[src/rtl/core/lru_set_assoc_cache_sim_assert.svh]
// Assertion macros used by the cache RTL.
// Define ASSERT_OFF to compile the checks out.
`ifndef LRU_SET_ASSOC_CACHE_SIM_ASSERT_SVH
`define LRU_SET_ASSOC_CACHE_SIM_ASSERT_SVH

`ifndef ASSERT_OFF

// The consequent must hold in the same cycle as the antecedent.
`define ASSERT_IMPLIES(label, clock, rst_n, ante, cons) \
	label: assert property (@(posedge clock) disable iff (!(rst_n)) (ante) |-> (cons)) \
		else $error("assertion failed");

// The consequent must hold in the cycle after the antecedent.
`define ASSERT_NEXT(label, clock, rst_n, ante, cons) \
	label: assert property (@(posedge clock) disable iff (!(rst_n)) (ante) |=> (cons)) \
		else $error("assertion failed");

`else

`define ASSERT_IMPLIES(label, clock, rst_n, ante, cons)
`define ASSERT_NEXT(label, clock, rst_n, ante, cons)

`endif

`endif

[src/rtl/core/lsac_ram.sv]
`default_nettype none

module lsac_ram #(
	parameter int WIDTH = 8,
	parameter int DEPTH = 16,
	parameter int AW    = (DEPTH > 1) ? $clog2(DEPTH) : 1
) (
	input  logic             clk,
	input  logic             rd_en,
	input  logic [AW-1:0]    rd_addr,
	output logic [WIDTH-1:0] rd_data,
	input  logic             wr_en,
	input  logic [AW-1:0]    wr_addr,
	input  logic [WIDTH-1:0] wr_data
);

	logic [WIDTH-1:0] mem_q [DEPTH];
	logic [WIDTH-1:0] rd_data_q;

	// Write port.
	always_ff @(posedge clk) begin
		if (wr_en) begin
			mem_q[wr_addr] <= wr_data;
		end
	end

	// Registered read port; the data holds until the next read.
	always_ff @(posedge clk) begin
		if (rd_en) begin
			rd_data_q <= mem_q[rd_addr];
		end
	end

	assign rd_data = rd_data_q;

endmodule

`default_nettype wire

[config.mk]
export PLATFORM = sky130hd
export DESIGN_NAME = lsac_ram
export DESIGN_NICKNAME = d
export VERILOG_FILES = /design/src/rtl/core/lru_set_assoc_cache_sim_assert.svh /design/src/rtl/core/lsac_ram.sv
export SDC_FILE = /design/constraint.sdc
export NUM_CORES = 1
export LEC_CHECK = 0
export ABC_AREA = 1
export BUFFER_PORTS_ARGS = -buffer_cell sky130_fd_sc_hd__buf_4
export CAP_MARGIN = 20
export CORE_ASPECT_RATIO = 2
export CORE_UTILIZATION = 61
export CTS_CLUSTER_DIAMETER = 80
export CTS_CLUSTER_SIZE = 16
export DETAILED_ROUTE_END_ITERATION = 6
export PLACE_DENSITY = 0.76
export SETUP_SLACK_MARGIN = 0.2
export SLEW_MARGIN = 20
export SYNTH_ARGS = -nofsm -noshare
export SYNTH_HDL_FRONTEND = slang
export SYNTH_SLANG_ARGS = --single-unit
[constraint.sdc]
create_clock -name clk -period 1.34 [get_ports clk]
set_input_delay 0.134 -clock clk [delete_from_list [all_inputs] [get_ports clk]]
set_output_delay 0.134 -clock clk [all_outputs]
set_load 0.02 [all_outputs]
==> qor.txt <==
SYNTH
--------------------------------------------------------------------------------------------
Adder-cell area share of the yosys netlist                                                0%
Unique cell type count in the Yosys netlist                                               11
EDFF count, synth                                                                        136
Synthesized area divided by synthesized cell count                                  10.6 um2
Portion of netlist area occupied by mux cells                                             0%
Synth Area in Compound Gates                                                              0%
Area leader, netlist                                                            sky130_fd_sc_hd__edfxtp_1
Sequential area share after synthesis                                                  69.8%
Main flop type after synthesis                                                  sky130_fd_sc_hd__edfxtp_1
Basic-gate share of the synthesized area counting and, or, nand and nor cells          20.8%
Synth Net Count                                                                          570
Synth cell count leaders                                                        sky130_fd_sc_hd__nand2_1 (173), sky130_fd_sc_hd__edfxtp_1 (136), sky130_fd_sc_hd__inv_1 (100)
Cell count after synthesis                                                               551
Flip-flop and latch count after synthesis                                                136
Cell with the most instances after synthesis                                    sky130_fd_sc_hd__nand2_1
Cell area after technology mapping                                                  5850 um2
Top cell type's share of synthesized area                                              69.8%
Fraction of synthesized cell area in xor and xnor cells                                   0%
Leading cell types by total area after synthesis                                sky130_fd_sc_hd__edfxtp_1 (70%), sky130_fd_sc_hd__nand2_1 (11%), sky130_fd_sc_hd__nand3_1 (8.3%)
Total of warnings raised by yosys                                                          0
Combinational family with the most area after synthesis                         simple AND/OR/NAND/NOR gates
Async set-or-reset flop fraction in the synthesized netlist                               0%

CLOCKING
--------------------------------------------------------------------------------------------
Clock Path Buffers                                                                         2
TritonCTS Buffers                                                                         17
CTS clk-pin slew, worst paths                                                        0.06 ns
Clock insertion delay at the later pin of the skew report                            0.41 ns
Clock tree from TritonCTS                                                              built
Number of clock sinks seen by CTS                                                        136
Buffer cell driving the clock tree root                                         sky130_fd_sc_hd__clkbuf_16
Count of H-tree levels built during CTS                                                    4
Post CTS Setup Buffer Count                                                                0

TIMING
--------------------------------------------------------------------------------------------
Max-slew violation count                                                                   0
Slew at the pin with the worst max-slew slack                                       0.330 ns
Hold Slack                                                                         0.0854 ns
Unrepaired setup endpoints after global routing                                          yes
# setup viols final                                                                        0
Final worst slack                                                                   0.215 ns
Final-report hold violation count                                                          0
Worst-case headroom to the max-slew limit                                              78.0%
Fmax                                                                                 889 MHz
Clock tree skew after final layout                                                0.00507 ns
Shortest clock period the worst path allows after layout                             1.12 ns
Final period util                                                                      83.9%
Setup TNS                                                                               0 ns

ROUTE
--------------------------------------------------------------------------------------------
Final wirelength                                                                     13.7 mm
Antenna violation net count after detailed routing                                         0
Number of DRC violations after detailed-routing iteration 0                              364
DRC violations left                                                                        2
Detailed-route wire length per cell                                                  19.2 um
Vias per cell                                                                           5.57
Number of detailed-route iterations in the first pass                                      7
Total vias in the final route                                                          3,973

RUN
--------------------------------------------------------------------------------------------
# Max-Cap Violations                                                                       0

FLOORPLANNING
--------------------------------------------------------------------------------------------
Area of the core                                                                    9320 um2
Initial core utilization                                                               62.7%
Std-Cell Rows                                                                             50
Die extent in x                                                                      71.2 um
DIE HEIGHT                                                                            140 um
I/O pin count                                                                             27
DIE AREA                                                                          10,000 um2

PLACE
--------------------------------------------------------------------------------------------
Count of buffers from port buffering                                                      26
Setup Slack @ Placement                                                            0.0617 ns
Post-DP HPWL                                                                         8.34 mm
Routability congestion estimate                                                        0.911

FINISH
--------------------------------------------------------------------------------------------
Ratio of cells with drive above 1 in the final layout                                  18.4%
Ant diodes                                                                                 0
Area growth from synthesis to final layout                                             22.4%
Filler Cell Count                                                                        595
Final #Nets                                                                              616

SETUP PATH
--------------------------------------------------------------------------------------------
CP Data Required Time                                                                1.21 ns
Worst endpoint data arrival time                                                     0.99 ns
Delay of the slowest critical-path stage                                             0.42 ns
Endpoint kind of the worst setup timing path                                      output pin
Critical Path Fanout Max                                                                   1
Cell with the largest stage delay on the worst path                             sky130_fd_sc_hd__edfxtp_1
Critical path startpoint category                                                   register
Start-to-end type of the worst setup path                                       register to output pin
Number of buffers and inverters on the critical path                                       1
Cell class contributing the biggest share of worst-path delay                     flip-flops
Cell breakdown of the critical path                                                    buf_6

POWER AND IR DROP
--------------------------------------------------------------------------------------------
Post-layout power                                                                    11.1 mW
Leakage Power                                                                        3.12 nW
Highest ir drop seen on vdd                                                          1.46 mV
Power density over cell area                                                     1550 nW/um2

HOLD PATH
--------------------------------------------------------------------------------------------
Classification of the worst-slack hold path                                     input pin to register

RUN STATUS
--------------------------------------------------------------------------------------------
Outcome                                                                         finished, violations left
Violations in the final reports                                                 design-rule violations

GLOBAL ROUTE
--------------------------------------------------------------------------------------------
Total routing usage reported by global routing                                         29.9%
Pin count of the biggest net entering global routing                                      65
Overflow left after global routing                                                         0
Number of antenna violations at the first check in global routing                          0
Wire length of the first global-routing pass                                         21.0 mm
Number of global-route vias before repair                                              3,964

-- cells in the final DEF, fill, tap and decap left out --
master | synthesis | final
sky130_fd_sc_hd__nand2_1 | 173 | 173
sky130_fd_sc_hd__edfxtp_1 | 136 | 136
sky130_fd_sc_hd__inv_1 | 100 | 99
sky130_fd_sc_hd__nand3_1 | 97 | 66
sky130_fd_sc_hd__buf_4 | 4 | 41
sky130_fd_sc_hd__nand3_2 | 0 | 30
sky130_fd_sc_hd__nor2_1 | 17 | 17
sky130_fd_sc_hd__clkbuf_16 | 0 | 17
sky130_fd_sc_hd__bufinv_16 | 0 | 8
sky130_fd_sc_hd__buf_12 | 0 | 7
sky130_fd_sc_hd__inv_2 | 2 | 3
sky130_fd_sc_hd__clkinv_1 | 0 | 3
sky130_fd_sc_hd__nand3b_1 | 2 | 2
sky130_fd_sc_hd__buf_6 | 6 | 2
sky130_fd_sc_hd__nand3_4 | 0 | 1
sky130_fd_sc_hd__inv_6 | 0 | 1
sky130_fd_sc_hd__clkinvlp_4 | 0 | 1
sky130_fd_sc_hd__clkinv_4 | 0 | 1
sky130_fd_sc_hd__dlygate4sd3_1 | 0 | 1
-- worst paths after layout --
| kind | start | end | slack (ns) | cells past startpoint |
|---|---|---|---|---|
| worst min register to register | mem_q[12][2] | rd_data[2] | 0.77 | 6 |
| worst max-delay path | rd_data[1] | rd_data[1] | 0.22 | 1 |
| worst max register to register | mem_q[1][6] | rd_data[6] | 0.22 | 6 |
| worst min-delay path | wr_data[1] | mem_q[11][1] | 0.09 | 1 |
-- where the power goes --
| group | switching [mW] | internal (mW) |
|---|---|---|
| sequential | 0.0276 | 4.79 |
| clock | 1.69 | 3.84 |
| combinational | 0.474 | 0.244 |
-- timing repair --
action                     4_1_cts  5_1_grt
gates resized for setup          3       32
hold buffers                     0        1
hold endpoints to repair         0        4
pin swaps                        1        6
cloned                           0        0
setup endpoints to repair        5       10
-- flip-flops by register name, summed over array words and instances, names as in the netlist --
name,count
mem_q,128
rd_data,8
-- layer usage --
layer	vias up	global-route usage, %	wire length [um]
li1	1873	-	-
met5	-	0	0
met1	1911	32.5	4850
met2	154	53.9	7680
met4	0	13.8	485
met3	35	6.69	653
-- cell type report --
| cell class | instances | area, um2 | area share (%) |
|---|---|---|---|
| sequential | 136 | 4080 | 57.1 |
| tap | 104 | 130 | 1.82 |
| clock buffer | 17 | 425 | 5.95 |
| timing repair buffer | 51 | 480 | 6.71 |
| multi-input combinational | 289 | 1380 | 19.2 |
| inverter | 102 | 383 | 5.35 |
| clock inverter | 14 | 277 | 3.86 |
-- kinds of logic (layout without fill, tap and decap cells) --
kind of cell | after synthesis | after routing
buf+inv | 126 | 184
flops | 136 | 136
simple gates | 289 | 289
-- stage by stage --
stage	area (um2)	cells	util, %
after global placement	6270	681	67.3
after global routing	7160	713	76.8
after detailed placement	6270	681	67.3
after CTS	6990	712	75.0
final	7160	713	76.8
after floorplan	5850	551	-
-- worst reg2reg max path: stages (launching register included) --
cell,delay (ns)
sky130_fd_sc_hd__edfxtp_1,0.37
sky130_fd_sc_hd__inv_1,0.06
sky130_fd_sc_hd__nand2_1,0.05
sky130_fd_sc_hd__nand3_1,0.10
sky130_fd_sc_hd__nand3_2,0.12
sky130_fd_sc_hd__nand3_1,0.10
sky130_fd_sc_hd__nand2_1,0.07
No activity file was read; power rests on OpenSTA's default activity.
