$ cat src/rtl/core/lru_set_assoc_cache_sim_assert.svh
// Assertion macros used by the cache RTL.
// Define ASSERT_OFF to compile the checks out.
`ifndef LRU_SET_ASSOC_CACHE_SIM_ASSERT_SVH
`define LRU_SET_ASSOC_CACHE_SIM_ASSERT_SVH

`ifndef ASSERT_OFF

// The consequent must hold in the same cycle as the antecedent.
`define ASSERT_IMPLIES(label, clock, rst_n, ante, cons) \
	label: assert property (@(posedge clock) disable iff (!(rst_n)) (ante) |-> (cons)) \
		else $error("assertion failed");

// The consequent must hold in the cycle after the antecedent.
`define ASSERT_NEXT(label, clock, rst_n, ante, cons) \
	label: assert property (@(posedge clock) disable iff (!(rst_n)) (ante) |=> (cons)) \
		else $error("assertion failed");

`else

`define ASSERT_IMPLIES(label, clock, rst_n, ante, cons)
`define ASSERT_NEXT(label, clock, rst_n, ante, cons)

`endif

`endif

$ cat src/rtl/core/lsac_pkg.sv
`default_nettype none

package lsac_pkg;

	// Sizing of the cache model.
	localparam int MAX_SET_BITS = 6;
	localparam int MAX_WAYS     = 8;
	localparam int ADDR_WIDTH   = 64;
	localparam int COUNT_WIDTH  = 32;

	// Fixed widths of the ports.
	localparam int IN_ADDR_W = 64;
	localparam int TOTAL_W   = 32;
	localparam int CFG_IDX_W = 2;
	localparam int CFG_DAT_W = 6;

	// Derived widths.
	localparam int NUM_SETS = 2 ** MAX_SET_BITS;
	localparam int SET_W    = (MAX_SET_BITS > 0) ? MAX_SET_BITS : 1;
	localparam int WAY_W    = (MAX_WAYS > 1) ? $clog2(MAX_WAYS) : 1;
	localparam int RANK_W   = (MAX_WAYS > 1) ? $clog2(MAX_WAYS) : 1;
	localparam int OLD_W    = $clog2(MAX_WAYS + 1) + 1;
	localparam int WCNT_W   = $clog2(MAX_WAYS + 1);

	// Configuration register indexes.
	localparam logic [CFG_IDX_W-1:0] CFG_SET_BITS    = 2'd0;
	localparam logic [CFG_IDX_W-1:0] CFG_WAYS_IN_USE = 2'd1;
	localparam logic [CFG_IDX_W-1:0] CFG_BLOCK_BITS  = 2'd2;

	// Reset values of the configuration registers.
	localparam logic [2:0] RST_SET_BITS    = 3'd4;
	localparam logic [3:0] RST_WAYS_IN_USE = 4'd1;
	localparam logic [5:0] RST_BLOCK_BITS  = 6'd4;

	typedef enum logic [1:0] {
		OUT_HIT   = 2'd0,
		OUT_FILL  = 2'd1,
		OUT_EVICT = 2'd2
	} outcome_t;

	// One cache line as kept in a set row.
	typedef struct packed {
		logic                  valid;
		logic [RANK_W-1:0]     rank;
		logic [ADDR_WIDTH-1:0] tag;
	} way_t;

	typedef way_t [MAX_WAYS-1:0] row_t;

	typedef logic [COUNT_WIDTH-1:0] count_t;

	// Saturating increment of a running counter.
	function automatic count_t sat_inc(input count_t c);
		return (c == '1) ? c : count_t'(c + count_t'(1));
	endfunction

	// Low bits of a counter as reported on the ports.
	function automatic logic [TOTAL_W-1:0] fit_total(input count_t c);
		logic [63:0] w;
		w = 64'(c);
		return w[TOTAL_W-1:0];
	endfunction

endpackage

`default_nettype wire

$ cat src/rtl/core/lsac_update.sv
`default_nettype none

module lsac_update (
	input  lsac_pkg::row_t                      rd_row,
	input  logic                                row_init,
	input  logic [lsac_pkg::ADDR_WIDTH-1:0]     tag,
	input  logic [lsac_pkg::WCNT_W-1:0]         ways,
	output lsac_pkg::row_t                      wr_row,
	output lsac_pkg::outcome_t                  outcome
);

	import lsac_pkg::*;

	// Lookup, replacement choice and rank update of one set row.
	always_comb begin
		row_t              cur;
		logic [MAX_WAYS-1:0] in_use;
		logic [MAX_WAYS-1:0] hit_v;
		logic [MAX_WAYS-1:0] free_v;
		logic [WAY_W-1:0]  hit_w;
		logic [WAY_W-1:0]  free_w;
		logic [WAY_W-1:0]  vic_w;
		logic [WAY_W-1:0]  sel_w;
		logic [OLD_W-1:0]  old_rank;

		// A set never written since reset reads as all lines invalid.
		cur = rd_row;
		for (int v = 0; v < MAX_WAYS; v++) begin
			if (!row_init) begin
				cur[v].valid = 1'b0;
				cur[v].rank  = '0;
			end
		end

		for (int v = 0; v < MAX_WAYS; v++) begin
			in_use[v] = (WCNT_W'(v) < ways);
			hit_v[v]  = in_use[v] && cur[v].valid && (cur[v].tag == tag);
			free_v[v] = in_use[v] && !cur[v].valid;
		end

		// Lowest matching way and lowest free way.
		hit_w  = '0;
		free_w = '0;
		for (int v = MAX_WAYS - 1; v >= 0; v--) begin
			if (hit_v[v]) begin
				hit_w = WAY_W'(v);
			end
			if (free_v[v]) begin
				free_w = WAY_W'(v);
			end
		end

		// Oldest in-use way; the lowest way wins a tie.
		vic_w = '0;
		for (int v = 1; v < MAX_WAYS; v++) begin
			if (in_use[v] && (cur[v].rank > cur[vic_w].rank)) begin
				vic_w = WAY_W'(v);
			end
		end

		priority if (|hit_v) begin
			outcome  = OUT_HIT;
			sel_w    = hit_w;
			old_rank = OLD_W'(cur[hit_w].rank);
		end else if (|free_v) begin
			outcome  = OUT_FILL;
			sel_w    = free_w;
			old_rank = OLD_W'(MAX_WAYS);
		end else begin
			outcome  = OUT_EVICT;
			sel_w    = vic_w;
			old_rank = OLD_W'(cur[vic_w].rank);
		end

		// Age every younger valid line and make the chosen one the newest.
		wr_row = cur;
		for (int v = 0; v < MAX_WAYS; v++) begin
			if (WAY_W'(v) == sel_w) begin
				wr_row[v].rank = '0;
				if (outcome != OUT_HIT) begin
					wr_row[v].tag   = tag;
					wr_row[v].valid = 1'b1;
				end
			end else if (in_use[v] && cur[v].valid &&
				     (OLD_W'(cur[v].rank) < old_rank) &&
				     (cur[v].rank < RANK_W'(MAX_WAYS - 1))) begin
				wr_row[v].rank = RANK_W'(cur[v].rank + RANK_W'(1));
			end
		end
	end

endmodule

`default_nettype wire

$ cat config.mk
export PLATFORM = sky130hd
export DESIGN_NAME = lsac_update
export DESIGN_NICKNAME = d
export VERILOG_FILES = /design/src/rtl/core/lru_set_assoc_cache_sim_assert.svh /design/src/rtl/core/lsac_pkg.sv /design/src/rtl/core/lsac_update.sv
export SDC_FILE = /design/constraint.sdc
export NUM_CORES = 1
export LEC_CHECK = 0
export BUFFER_PORTS_ARGS = -buffer_cell sky130_fd_sc_hd__buf_2
export CORE_AREA = 10 10 443 445
export DETAILED_ROUTE_END_ITERATION = 8
export DIE_AREA = 0 0 453 455
export GPL_TIMING_DRIVEN = 0
export PLACE_DENSITY = 0.38
export SYNTH_ARGS = -nofsm -noshare
export SYNTH_HDL_FRONTEND = slang
export SYNTH_SLANG_ARGS = --single-unit
export TNS_END_PERCENT = 20
$ cat constraint.sdc
create_clock -name vclk -period 21.1
set_clock_uncertainty 0.05 [all_clocks]
set_input_delay 4.22 -clock vclk [all_inputs]
set_output_delay 4.22 -clock vclk [all_outputs]
set_load 0.05 [all_outputs]
==> summary.txt <==
STA
  • Setup TNS Final: 0 ps
  • Final Cycle Share: 98.4%
  • Slew Viols, Final: 6
  • RSZ-0062 raised after global routing: false
  • Minimum clock period: 20760 ps
  • Max Freq: 48.2 MHz
  • Final Hold Viols: 0
  • Max-slew headroom: -1.48%
  • Worst Tran Pin Value: 1520 ps
  • Final setup fails: 0

Detailed routing
  • Post-detailed-route count of antenna-violating nets: 0
  • WL final: 296 mm
  • DR vias: 26300
  • Routed WL per cell: 49.8 um
  • Drt drc: 0
  • DR vias/cell: 4.42
  • 1st-iter DRT viols: 3003
  • Pre-antenna DRT Iters: 7

GRT
  • Top Usage Layer GRT: met2
  • First-pass GRT wire length: 351 mm
  • All-Layer GR Usage: 26.9%
  • Largest net degree at the start of global routing: 11
  • Number of global-route vias before repair: 25500
  • Met3 usage: 7.77%
  • Initial antenna violation count: 147
  • Grt met1 use: 30.9%
  • GRT overflow: 0
  • GR Util met2: 46.5%

Layout
  • Design area: 28200 um^2
  • Layout cells sized above 1: 60.2%
  • Seq cells: 0
  • CLK BUF: 0
  • Flip-flop and latch area: 0 um^2
  • Final nets: 4028
  • Fill count: 21800
  • Non-filler cells, final: 5939
  • Layout area overhead: 65.5%

Power and ir drop
  • Pwr/cell area: 57.4 nW/um^2
  • Switching Share: 68.5%
  • Pleak: 11.4 nW
  • Power Internal: 0.510 mW
  • Overall Power: 1.62 mW
  • Net switching power: 1.11 mW
  • Logic pwr share: 100.0%
  • Sequential power share: 0%
  • Clk pwr share: 0%
  • Worst VDD drop: 41.7 uV

Logic synthesis
  • Distinct cells, synth: 81
  • YS warnings: 0
  • Cells after synthesis: 2154
  • Post-synthesis sequential area ratio: 0%
  • Syn avg cell area: 7.90 um^2
  • Mapped Area: 17000 um^2
  • Syn_nets: 2809

Floorplanning
  • Core area: 187000 um^2
  • Die area: 206000 um^2
  • I/O pin count: 1159
  • Die Height: 455 um
  • Die span in x: 453 um
  • Num rows: 159
  • Starting Density: 9.09%

Worst hold path
  • Hold path cells: 3
  • Worst min path class: input port to primary output

Worst setup path
  • CP most frequent cell: buf_4
  • Startpoint types: input port
  • Req. time, crit path: 16830 ps
  • Setup CP Type: input port to primary output
  • Critical path fanouts, max: 10
  • Crit path largest cell delay: 560 ps
  • Critical path's slowest cell: a211oi_2
  • Arrival time worst endpoint: 16490 ps
  • Endpoint type of the worst setup path: primary output

Status
  • Outcome: complete, but fails checks
  • Failing checks: max-capacitance violations, max-slew violations

Placed design
  • Global placement routability congestion: 0.993
  • Post-DP HPWL: 264 mm
  • IO buf count: 1094
  • Placed cell areas: 26000 um^2
  • Inst Count DP: 5749

Job
  • Max Cap Viol: 1

Clock tree
  • Hold-fix buffers, CTS: 0
[cells by family after synthesis]
logic type	share of synthesized area, %
AOI/OAI and AO/OA	9.48
xor gates and xnor gates	26.5
adders and majority gates	3.09
buffers and inverters	6.48
muxes	35.3
and+or+nand+nor	19.1
[power by group through the flow]
| stage | Clock, mW | Combinational, mW | Sequential, mW |
|---|---|---|---|
| floorplan | 0 | 0.726 | 0 |
| global placement | 0 | 1.30 | 0 |
| detailed placement | 0 | 1.30 | 0 |
| CTS | 0 | 1.53 | 0 |
| global route | 0.000000363 | 1.66 | 0 |
| finish | 0.000000138 | 1.62 | 0 |
[cells in the mapped netlist (all sizes together) (4+ instances only)]
cell	count	area [um^2]
xnor2	288	2520
a211oi	17	138
o21ai	39	195
a31o	6	52.6
inv	33	124
or3	7	43.8
buf	123	679
nor4	117	732
a211o	4	35.0
nor2	78	293
nor3	21	110
or4	8	63.8
o211ai	13	97.6
ha	42	526
o31ai	5	37.5
nand3	37	185
a21oi	74	378
nor4bb	4	40.0
a31oi	9	56.3
a221oi	4	35.0
nand4	118	738
nand4b	11	96.3
xor2	227	1990
mux2i	20	200
o21a	12	90.1
nor4b	10	87.6
nor2b	10	62.6
mux2	514	5790
clkbuf	79	297
and2	16	100
a2111oi	10	93.8
nand2b	7	43.8
nand2	114	428
a21o	9	67.6
and3	9	56.3
[critical path: cells and delay by family]
family / cells / cell delay, ps
buffers and inverters: 27 / 4110
AO/OA/AOI/OAI: 22 / 4220
multiplexers: 2 / 460
adder cells (fa/ha/maj): 6 / 1760
AND/OR/NAND/NOR: 11 / 1650
[path summary, 6_finish.rpt]
check | from | endpoint
min | rd_row[462] | wr_row[462]
max | row_init | wr_row[238]
[repair_timing]
item	in CTS	in global routing
pin swaps	82	51
gates resized for setup	200	42
setup endpoints to repair	544	544
buffers inserted	101	21
[cells in the final DEF (no fill, tap or decap), types with 10 or more instances in the layout]
cell type  synthesis  layout
mux2i_1           20      13
nor3_1            20      16
buf_6              7      23
nor2_1            78      63
o21ai_0           37      21
ha_1              42      29
buf_2            108    1181
xor2_1           227     227
clkbuf_2           0      29
nand2_1          114     105
o211ai_1          13      13
mux2_2           492     492
mux2_1            21      21
nand4b_1          11      11
nor4_1           117     116
nand3_1           37      34
a21oi_1           72      45
inv_1             33      28
a21oi_2            2      18
diode_2            0      73
a21oi_4            0      11
nor4b_1           10      10
nand4_1          118     118
clkbuf_1          79      42
and2_1            16      14
xnor2_1          288     288
buf_4              8     129
[metrics by stage]
step	setup slack (ps)	util, %	hold WS, ps
global placement	-5350	13.8	8870
finish	336	15.0	8860
global route	14.7	15.0	8890
floorplan	9.51	-	8640
CTS	-82.1	14.8	8860
detailed placement	-5110	13.9	8860
[per-layer routing]
layer	vias up	part of all wire [%]
li1	10500	-
met1	13400	37
met2	1901	49
met3	421	9.0
met4	32	4.8
met5	-	0.071
[layout make-up]
type                       instances  area (um^2)  area share (%)
multi-input combinational       1918        17000            60.4
tap                             2495         3120            11.1
timing repair buffer            1223         6680            23.7
antenna                           73          183           0.648
buffer                           196         1050            3.71
inverter                          34          138           0.489
No activity file was read; power rests on OpenSTA's default activity.
